File: config.mk
export PLATFORM = sky130hd
export DESIGN_NAME = jetp_cfg
export DESIGN_NICKNAME = d
export VERILOG_FILES = /design/src/rtl/core/jetp_pkg.sv /design/src/rtl/core/jetp_cfg.sv
export SDC_FILE = /design/constraint.sdc
export NUM_CORES = 1
export LEC_CHECK = 0
export CORE_MARGIN = 2
export CORE_UTILIZATION = 30
export DETAILED_ROUTE_END_ITERATION = 10
export DONT_BUFFER_PORTS = 1
export SLEW_MARGIN = 20
export SYNTH_ARGS = -nofsm -noshare
export SYNTH_HDL_FRONTEND = slang
export SYNTH_SLANG_ARGS = --single-unit
File: constraint.sdc
create_clock -name clk -period 2.36 [get_ports clk]
set_clock_uncertainty 0.05 [all_clocks]
set_input_delay 0.472 -clock clk [delete_from_list [all_inputs] [get_ports clk]]
set_output_delay 0.472 -clock clk [all_outputs]
set_load 0.02 [all_outputs]
File: src/rtl/core/jetp_pkg.sv
`timescale 1ns / 1ps
// Shared types, constants and helpers for the Julia escape-time pixel core.
// Used by every module under rtl/core; depends on nothing else.
package jetp_pkg;

	// Fixed-point format of coordinates and products
	localparam int FRAC_BITS = 28;
	localparam int COORD_W   = 32;
	localparam int PROD_W    = 2 * COORD_W;
	localparam int STEP_W    = 31;
	localparam int LIMIT_W   = 16;
	localparam int COUNT_W   = LIMIT_W + 1;
	localparam int PIX_W     = 10;
	localparam int COLOR_W   = 8;

	// Escape radius squared (4.0) in the product format
	localparam int  FOUR_SHIFT = 2 * FRAC_BITS + 2;
	localparam bit  CAN_ESCAPE = (FOUR_SHIFT < PROD_W);
	localparam logic [PROD_W-1:0] FOUR_MAG = CAN_ESCAPE ?
		(PROD_W'(1) << (FOUR_SHIFT % PROD_W)) : '0;

	// Saturation bounds of a coordinate, in the product width
	localparam logic signed [PROD_W-1:0] SAT_HI = (PROD_W'(1) <<< (COORD_W - 1)) - 1;
	localparam logic signed [PROD_W-1:0] SAT_LO = -(PROD_W'(1) <<< (COORD_W - 1));

	// Configuration port
	localparam int CFG_IDX_W  = 3;
	localparam int CFG_DATA_W = 32;

	localparam logic [CFG_IDX_W-1:0] REG_C_REAL     = 3'd0;
	localparam logic [CFG_IDX_W-1:0] REG_C_IMAG     = 3'd1;
	localparam logic [CFG_IDX_W-1:0] REG_X_START    = 3'd2;
	localparam logic [CFG_IDX_W-1:0] REG_Y_START    = 3'd3;
	localparam logic [CFG_IDX_W-1:0] REG_PIXEL_STEP = 3'd4;
	localparam logic [CFG_IDX_W-1:0] REG_ITER_LIMIT = 3'd5;

	// Register reset values
	localparam logic signed [COORD_W-1:0] RST_C_REAL     = -32'sd214748365;
	localparam logic signed [COORD_W-1:0] RST_C_IMAG     = 32'sd41875931;
	localparam logic signed [COORD_W-1:0] RST_X_START    = -32'sd268435456;
	localparam logic signed [COORD_W-1:0] RST_Y_START    = 32'sd268435456;
	localparam logic [STEP_W-1:0]         RST_PIXEL_STEP = 31'd524288;
	localparam logic [LIMIT_W-1:0]        RST_ITER_LIMIT = 16'd1000;

	typedef struct packed {
		logic signed [COORD_W-1:0] c_real;
		logic signed [COORD_W-1:0] c_imag;
		logic signed [COORD_W-1:0] x_start;
		logic signed [COORD_W-1:0] y_start;
		logic [STEP_W-1:0]         pixel_step;
		logic [LIMIT_W-1:0]        iter_limit;
	} cfg_t;

	// Operands of the three shared multipliers
	typedef struct packed {
		logic signed [COORD_W-1:0] a0;
		logic signed [COORD_W-1:0] b0;
		logic signed [COORD_W-1:0] a1;
		logic signed [COORD_W-1:0] b1;
		logic signed [COORD_W-1:0] a2;
		logic signed [COORD_W-1:0] b2;
	} sq_op_t;

	// Results derived from the registered products
	typedef struct packed {
		logic                      escape;
		logic signed [COORD_W-1:0] nx;
		logic signed [COORD_W-1:0] ny;
		logic signed [COORD_W-1:0] x0;
		logic signed [COORD_W-1:0] y0;
	} sq_res_t;

	// Clamp a wide signed value to the coordinate range
	function automatic logic signed [COORD_W-1:0] sat_coord(input logic signed [PROD_W-1:0] v);
		logic signed [COORD_W-1:0] r;
		if (v > SAT_HI) begin
			r = SAT_HI[COORD_W-1:0];
		end else if (v < SAT_LO) begin
			r = SAT_LO[COORD_W-1:0];
		end else begin
			r = v[COORD_W-1:0];
		end
		return r;
	endfunction

endpackage

File: src/rtl/core/jetp_cfg.sv
`timescale 1ns / 1ps
// Configuration register bank of the Julia escape-time pixel core.
// Depends on jetp_pkg.
module jetp_cfg (
	input  logic                              clk,
	input  logic                              arst_n,
	input  logic                              cfg_we,
	input  logic [jetp_pkg::CFG_IDX_W-1:0]    cfg_index,
	input  logic [jetp_pkg::CFG_DATA_W-1:0]   cfg_data,
	output jetp_pkg::cfg_t                    cfg
);
	import jetp_pkg::*;

	cfg_t cfg_q;

	// Write the addressed register; drop writes to unknown indices
	always_ff @(posedge clk or negedge arst_n) begin
		if (!arst_n) begin
			cfg_q.c_real     <= RST_C_REAL;
			cfg_q.c_imag     <= RST_C_IMAG;
			cfg_q.x_start    <= RST_X_START;
			cfg_q.y_start    <= RST_Y_START;
			cfg_q.pixel_step <= RST_PIXEL_STEP;
			cfg_q.iter_limit <= RST_ITER_LIMIT;
		end else if (cfg_we) begin
			unique case (cfg_index)
				REG_C_REAL:     cfg_q.c_real     <= cfg_data[COORD_W-1:0];
				REG_C_IMAG:     cfg_q.c_imag     <= cfg_data[COORD_W-1:0];
				REG_X_START:    cfg_q.x_start    <= cfg_data[COORD_W-1:0];
				REG_Y_START:    cfg_q.y_start    <= cfg_data[COORD_W-1:0];
				REG_PIXEL_STEP: cfg_q.pixel_step <= cfg_data[STEP_W-1:0];
				REG_ITER_LIMIT: cfg_q.iter_limit <= cfg_data[LIMIT_W-1:0];
				default: ;
			endcase
		end
	end

	assign cfg = cfg_q;

endmodule

==> results of run 1 <==
==> metal layers <==
metal / wire length, microns / share of wire, % / vias up
met2: 7360 / 50 / 137
met4: 172 / 1.2 / 0
met3: 1370 / 9.3 / 11
met1: 5730 / 39 / 1705
met5: 0 / 0 / -
li1: - / - / 1340
==> power groups by stage <==
| stage | combinational (mW) | sequential, mW | clock, mW |
|---|---|---|---|
| after floorplan | 0.584 | 5.00 | 0 |
| after global placement | 0.612 | 5.21 | 0 |
| after detailed placement | 0.665 | 5.23 | 0 |
| after CTS | 0.666 | 5.18 | 3.01 |
| after global routing | 0.718 | 5.24 | 3.14 |
| final | 0.649 | 5.16 | 2.90 |
==> final timing paths <==
kind	to	slack (ps)	cells after the start
setup / recovery	cfg[147]	810	0
hold / removal	cfg[43]	-310	0
setup reg to reg	cfg[88]	1390	1
hold reg to reg	cfg[81]	590	1
max in group asynchronous	cfg[6]	2260	0
min in group clk	cfg[95]	130	1
==> area by class of cell <==
cell class              count  area (sq um)  share of cell area (%)
well taps                 280           350                    4.63
multi-input cells         181          2080                    27.5
clock buffers              20           447                    5.91
flip-flops and latches    175          4440                    58.7
clock inverters            12           158                    2.09
repair buffers              8          85.1                    1.13
==> through the flow <==
| step | hold slack [ps] | cell area, sq um |
|---|---|---|
| after detailed placement | 130 | 6960 |
| after floorplan | 126 | 6680 |
| after CTS | -333 | 7560 |
| after global routing | -350 | 7560 |
| final | -305 | 7560 |
| after global placement | 130 | 6960 |
==> kinds of logic after synthesis <==
group / count (synthesis) / share of synthesized area [%]
muxes: 175 / 29.5
buffers and inverters: 19 / 2.85
DFF: 175 / 66.5
and+or+nand+nor: 6 / 1.20
==> placed cells by master (no fill, tap or decap) <==
cell type,n
and4bb_2,1
buf_4,6
dfrtp_1,126
mux2_1,64
dfstp_2,49
nand4b_1,1
inv_6,3
nand4b_2,1
clkinvlp_4,3
mux2_2,111
bufinv_16,3
nor4b_4,1
clkbuf_8,1
nor4bb_4,2
clkinv_4,1
clkbuf_1,2
clkbuf_16,17
buf_12,2
clkinv_2,2
==> impl_results.md, run 1 <==
* Post-synth ARST share at 100%
* Crit Path Max Fanout at 2
* Chip height at 153 microns
* Fin worst setup slack at between 800 and 900 ps
* Root buf cell: clkbuf_16
* Sequential share of power at 59.3%
* Iter 0 DRT Violations at 88
* Die area at between 20000 and 25000 sq um
* FP Rows at 54
* Placed wire-length estimate at 9.54 mm
* Non-Filler Instances at slightly below 700
* Routability cong. at about 0.73
* Worst setup SP type: flip-flop
* Syn avg cell area at 17.8 sq um
* Largest net degree at the start of global routing at roughly 180
* Largest register FFs at approximately 180
* Peak Freq at 646 MHz
* Post-synth EDFFs at 0
* WP data arrival at between 1000 and 1500 ps
* Share of the synthesized area in the top cell type at 47.2%
* Max clock buf depth at 2
* Failing checks: negative hold slack
* TritonRoute pass-1 iters at 4
* Starting Density at ~30%
* Met1 usage at around 15%
* CP Launch Point: cfg[147]
* Worst hold margin at -305 ps
* Via density at around 4.7
* Routed WL at 14.6 mm
* Leading area contributor after synthesis: dfrtp_1
* Worst R2R Start: cfg[88]
* Syn Inst Count at ~380
* Post-Syn Nets at slightly above 400
* Routed Antenna Nets at 0
* Lkg Pwr at around 3.1 nW
* P_int at approximately 6.0 mW
* Total congestion overflow at 0
* Synth top area cells: dfrtp_1 (47%), dfstp_2 (19%), mux2_2 (19%), mux2_1 (11%), buf_8 (1.3%)
* Synth unique cells at 13
* WL/cell at around 22 microns
* Crit end category: primary output
* PD cells at ~1200 nW/um^2
* Seq/Total Area, Yosys at 66.5%
* Clock power share at 33.3%
* Vias in the first global route at 3591
* Setup CP Type: reg -> out
* Max Cap Viol at 0
* Worst Tran Pin Value at around 520 ps
* Final setup vio count at 0
* Commonest cells post-synth: dfrtp_1 (126), mux2_2 (111), mux2_1 (64)
* Net Sw Frac at 31.5%
* Crit path time final at ~1500 ps
* Via Count at 3193
* GRT Util Overall at between 10% and 20%
* Clock-pin slew of the registers on the worst-case setup and hold paths at 70 ps
* Comb pwr share at roughly 7.5%
* CP required at about 1800 ps
* Unrepaired setup endpoints after global routing: false
* H-Tree Depth at 4
* Post CTS Setup Buffer Count at 0
* Rel. slew slack at between 60% and 70%
* Met2 usage at 20.9%
* Final design utilization at 34.6%
* Switching Power at about 2.7 mW
* Die width at 153 microns
* Share of layout cells above drive strength 1 at about half
* Clk_lat worst skew at around 410 ps
* Number of diodes at 0
* Total Nets Final at about 420
* Buffers on Ports at 0
* Setup TNS at 0 ps
* Gr busiest metal: met2
* Post-cts repair resize count at 0
* Core Box Area at around 22000 sq um
* Clk sinks at 175
* Final hold vios at between 150 and 200
* Pre-CTS setup slack at 630 ps
* Fillers at roughly 2000
* Top-count cell post-synth: dfrtp_1
* Top_reg_cell synth: dfrtp_1
* Post-Syn Area at 6680 sq um
* Final Max Tran Viols at 0
* Status: finished with violations
* IO Pins at approximately 210
* Area Overhead vs Synth at 13.2%
* Drc violations at 0
* Placed cells at 644
* Pwr Total at slightly below 9 mW
* Yosys reg bits at approximately 180
* Warnings, synthesis at 0
* Maximum VDD drop at 399 uV
* Global-route wire length before repair at roughly 23 mm
* Worst hold path class: in -> async
* Antenna violations before repair at 0
* GR met3 Demand/Resource at 6.01%
* Num CTS Buffers at 17
* Tcrit/Tclk final at 65.6%
* TritonCTS clock tree: built
(Power assumes the default switching activity.)
==> run 2: changes to the inputs <==
Clock period 2.36 ns to 1.57 ns, I/O delays scaled along.
==> run 2 against run 1 <==
Net effect: the flow still finishes with violations (negative hold slack); register-to-register slack got worse by 800 ps; clock power rose by 55%; die area did not move; core utilization rose by 1.9 points; wire length rose by 2.0%; worst setup slack got worse by 640 ps; hold slack got worse by 160 ps; critical path depth did not move; total power rose by 53%; flip-flop and latch count did not move; cell area rose by 5.4%; global-route usage rose by 0.37 points; largest power group unchanged; highest routed layer unchanged.
==> impl_results.md, run 2 (synthesis gave the netlist of run 1 again) <==
* Maximum VDD drop at 608 uV (+52%)
* Crit Path Max Fanout at 2 (unchanged)
* Routability cong. at 0.739 (+0.67%)
* Pre-CTS setup slack at 86.7 ps (-543 ps)
* Number of diodes at 0 (unchanged)
* Worst hold margin at -463 ps (-158 ps)
* Setup TNS at 0 ps (unchanged)
* Placed cells at 644 (unchanged)
* Worst Tran Pin Value at 376 ps (-144 ps)
* WP data arrival at 1030 ps (about the same)
* Final Max Tran Viols at 0 (unchanged)
* Die width at 153 microns (unchanged)
* Via Count at 3329 (+4.3%)
* H-Tree Depth at 4 (unchanged)
* Reg-to-reg slack, setup at 590 ps (-800 ps)
* Share of layout cells above drive strength 1 at 47.9% (-3.4 points)
* Total Nets Final at 453 (+7.6%)
* Vias in the first global route at 3800 (+5.8%)
* Buffers on Ports at 0 (unchanged)
* Clk sinks at 175 (unchanged)
* Final design utilization at 36.5% (+1.9 points)
* Peak Freq at between 700 and 800 MHz
* Clk_lat worst skew at 410 ps (about the same)
* Unrepaired setup endpoints after global routing: false
* Most common cell after layout, fill and taps aside: dfrtp_1
* R2R Path End: cfg[103]
* Clock-pin slew of the registers on the worst-case setup and hold paths at 70 ps (about the same)
* Fillers at 2026 (-0.83%)
* Placed wire-length estimate at 9.53 mm (-0.17%)
* Most frequent cells in the layout: dfrtp_1 (126), mux2_2 (111), mux2_1 (64)
* Status: finished with violations
* Iter 0 DRT Violations at 118 (+34%)
* Crit end category: primary output
* Post CTS Setup Buffer Count at 0 (unchanged)
* FP Rows at 54 (unchanged)
* FF/Latch Area at 4440 sq um (unchanged)
* Routed Antenna Nets at 0 (unchanged)
* GRT Util Overall at 13.0% (+0.37 points)
* Max Cap Viol at 0 (unchanged)
* Core Box Area at 21800 sq um (unchanged)
* Max clock buf depth at 2 (unchanged)
* CTS Hold Buffers Added at 32
* Die area at 23500 sq um (unchanged)
* Worst setup SP type: flip-flop
* Antenna violations before repair at 0 (unchanged)
* Global-route wire length before repair at 23.5 mm (+3.6%)
* Final hold vios at 175 (unchanged)
* TritonCTS clock tree: built
* Fin worst setup slack at 176 ps (-635 ps)
* Largest register FFs at 175 (unchanged)
* Routed WL at 14.9 mm (+2.0%)
* Drc violations at 0 (unchanged)
* Worst hold path class: in -> async
* Rel. slew slack at 74.9% (+9.5 points)
* Setup CP Type: reg -> out
* Final setup vio count at 0 (unchanged)
* Num CTS Buffers at 17 (unchanged)
* Multi-input gate area at 2080 sq um (unchanged)
* Chip height at 153 microns (unchanged)
* Cells on worst reg2reg path at 1 (unchanged)
* Area Overhead vs Synth at 19.3%
* Total congestion overflow at 0 (unchanged)
* Post-cts repair resize count at 0 (unchanged)
* Lkg Pwr at 3.31 nW (+5.6%)
* CP required at 1210 ps (-630 ps)
* Crit path time final at roughly 1400 ps
* PD cells at 1670 nW/um^2 (+45%)
* Failing checks: negative hold slack
* Tcrit/Tclk final at between 80% and 90%
* Pwr Total at 13.3 mW (+53%)
* WL/cell at 21.1 microns (-2.7%)
* Non-Filler Instances at 708 (+4.7%)
* TritonRoute pass-1 iters at 4 (unchanged)
* Via density at 4.70 (-0.45%)
* IO Pins at 213 (unchanged)
* Largest net degree at the start of global routing at 176 (unchanged)
* Starting Density at 30.6% (unchanged)
* Root buf cell: clkbuf_16
* Worst R2R Start: cfg[103]
## run 2: report_power, final
part | switching, mW | internal [mW] | leakage [nW]
registers | 2.03 | 5.73 | 2.03
logic | 0.363 | 0.734 | 0.973
clock network | 1.80 | 2.69 | 0.310
## run 2: layer usage
layer	share of wire, %	up-vias	global-route usage [%]
met4	2.2	0	5.34
met1	38	1762	14.1
li1	-	1412	-
met2	51	135	22.4
met5	0	-	0
met3	8.9	20	5.56
## run 2: through the flow
step / area (sq um) / hold slack [ps]
final: 7970 / -463
after global routing: 7970 / -501
after CTS: 7970 / -486
after detailed placement: 7020 / -28.0
after global placement: 7020 / -27.9
after floorplan: 6680 / -31.6
## run 2: how the worst max path moves through the flow
stage,start,to,cells after the start
3_3_place_gp,cfg_index[1],cfg[127],3
5_1_grt,cfg[174],cfg[174],0
3_5_place_dp,cfg_index[0],cfg[93],3
4_1_cts,cfg[3],cfg[3],0
2_1_floorplan,cfg_index[0],cfg[165],4
6_report,cfg[75],cfg[75],0
## run 2: final cells by class
class                      instances  share of cell area (%)
multi-input combinational        181                    26.1
clock buffer                      17                    5.34
timing repair buffer              40                    5.87
sequential                       175                    55.7
clock inverter                    15                    2.59
tap                              280                    4.39
==> run 3: changes to the inputs <==
Settings changed: CORE_ASPECT_RATIO set to 1.2.
==> run 3 against run 2 <==
Net effect: the flow still finishes with violations (negative hold slack); total power grew 0.39%; critical path depth is the same; die area is essentially flat; via count grew 0.39%; combinational power is essentially flat; critical path type unchanged; largest power group unchanged.
==> impl_results.md, run 3 (synthesis gave the netlist of run 1 again) <==
* TritonRoute pass-1 iters at 4 (unchanged)
* Placed cell areas at 7010 sq um (-0.18%)
* Unrepaired setup endpoints after global routing: false
* Total Nets Final at 454 (+0.22%)
* Post-cts repair resize count at 0 (unchanged)
* Crit Path Max Fanout at 2 (unchanged)
* Die width at 140 microns (-8.5%)
* Final design utilization at 36.6% (+0.066 points)
* Status: finished with violations
* Crit path time final at 1380 ps (-10.1 ps)
* Final Max Tran Viols at 0 (unchanged)
* Final hold vios at 175 (unchanged)
* Pwr Total at 13.4 mW (+0.39%)
* Worst setup SP type: flip-flop
* Setup TNS at 0 ps (unchanged)
* Largest net degree at the start of global routing at 176 (unchanged)
* Worst hold margin at -445 ps (+18.0 ps)
* Final setup vio count at 0 (unchanged)
* IO Pins at 213 (unchanged)
* FP Rows at 59 (+9.3%)
* CTS Hold Buffers Added at 32 (unchanged)
* H-Tree Depth at 4 (unchanged)
* Starting Density at 30.7% (+0.065 points)
* Non-Filler Instances at 703 (-0.71%)
* Worst hold path class: in -> async
* Peak Freq at 723 MHz (+0.73%)
* Area Overhead vs Synth at 19.3% (about the same)
* Iter 0 DRT Violations at 73 (-38%)
* Routed Antenna Nets at 0 (unchanged)
* Core Box Area at 21800 sq um (-0.21%)
* Clock-pin slew of the registers on the worst-case setup and hold paths at 70 ps (about the same)
* Placed wire-length estimate at 9.94 mm (+4.3%)
* Setup CP Type: reg -> out
* Vias in the first global route at 3766 (-0.89%)
* Crit end category: primary output
* Design area at 7970 sq um (about the same)
* Die area at 23500 sq um (about the same)
* Largest register FFs at 175 (unchanged)
* Most frequent cells in the layout: dfrtp_1 (126), mux2_2 (111), mux2_1 (64)
* Worst Tran Pin Value at 385 ps (+8.83 ps)
* Placed cells at 639 (-0.78%)
* Via Count at 3342 (+0.39%)
* Pre-CTS setup slack at 73.2 ps (-13.5 ps)
* PD cells at 1680 nW/um^2 (+0.42%)
* Reg-to-reg slack, setup at 600 ps (about the same)
* CP required at 1210 ps (about the same)
* WP data arrival at 1020 ps (about the same)
* Maximum VDD drop at 771 uV (+27%)
* Global-route wire length before repair at 23.7 mm (+0.85%)
* Post CTS Setup Buffer Count at 0 (unchanged)
* Max clock buf depth at 2 (unchanged)
* Tcrit/Tclk final at 88.1% (-0.64 points)
* WL/cell at 22.1 microns (+4.8%)
* Share of layout cells above drive strength 1 at 47.3% (-0.58 points)
* Fin worst setup slack at 186 ps (+10.1 ps)
* Lkg Pwr at 3.31 nW (about the same)
* Num CTS Buffers at 17 (unchanged)
* GRT Util Overall at 13.4% (+0.33 points)
* R2R Path End: cfg[103]
* Number of diodes at 0 (unchanged)
* Routed WL at 15.5 mm (+4.0%)
* Failing checks: negative hold slack
* Most common cell after layout, fill and taps aside: dfrtp_1
* Routability cong. at 0.728 (-1.5%)
* TritonCTS clock tree: built
* Chip height at 167 microns (+9.3%)
* Via density at 4.75 (+1.1%)
* Root buf cell: clkbuf_16
* Clk_lat worst skew at 410 ps (about the same)
* Max Cap Viol at 0 (unchanged)
* Clk sinks at 175 (unchanged)
* Antenna violations before repair at 0 (unchanged)
* Cells on worst reg2reg path at 1 (unchanged)
* Total congestion overflow at 0 (unchanged)
* Worst R2R Start: cfg[103]
* Rel. slew slack at 74.3% (-0.59 points)
* Drc violations at 0 (unchanged)
* Buffers on Ports at 0 (unchanged)
run 3: layout make-up:
class,count,area (sq um)
flip-flops and latches,175,4440
well taps,274,343
repair buffers,41,463
fillers,2076,13800
multi-input cells,181,2080
clock inverters,8,150
clock buffers,24,492
run 3: per-layer routing:
metal | vias to the layer above | share of wire (%) | global-route usage, %
met5 | - | 0 | 0
met4 | 0 | 1.2 | 4.22
met1 | 1774 | 38 | 14.3
met2 | 141 | 51 | 23.1
li1 | 1417 | - | -
met3 | 10 | 10 | 6.63
run 3: worst max-delay path by stage:
stage	from	end	slack (ps)	cells past startpoint
after floorplan	cfg_index[0]	cfg[165]	60	4
after global routing	cfg[148]	cfg[148]	140	0
after CTS	cfg[152]	cfg[152]	160	0
after global placement	cfg_we	cfg[141]	80	3
final	cfg[148]	cfg[148]	190	0
after detailed placement	cfg_index[1]	cfg[161]	70	3
run 3: power breakdown:
group	internal (mW)	switching, mW	leakage [nW]	total [mW]
clock	2.85	1.69	0.311	4.54
combinational	0.733	0.361	0.974	1.09
sequential	5.73	2.04	2.03	7.77
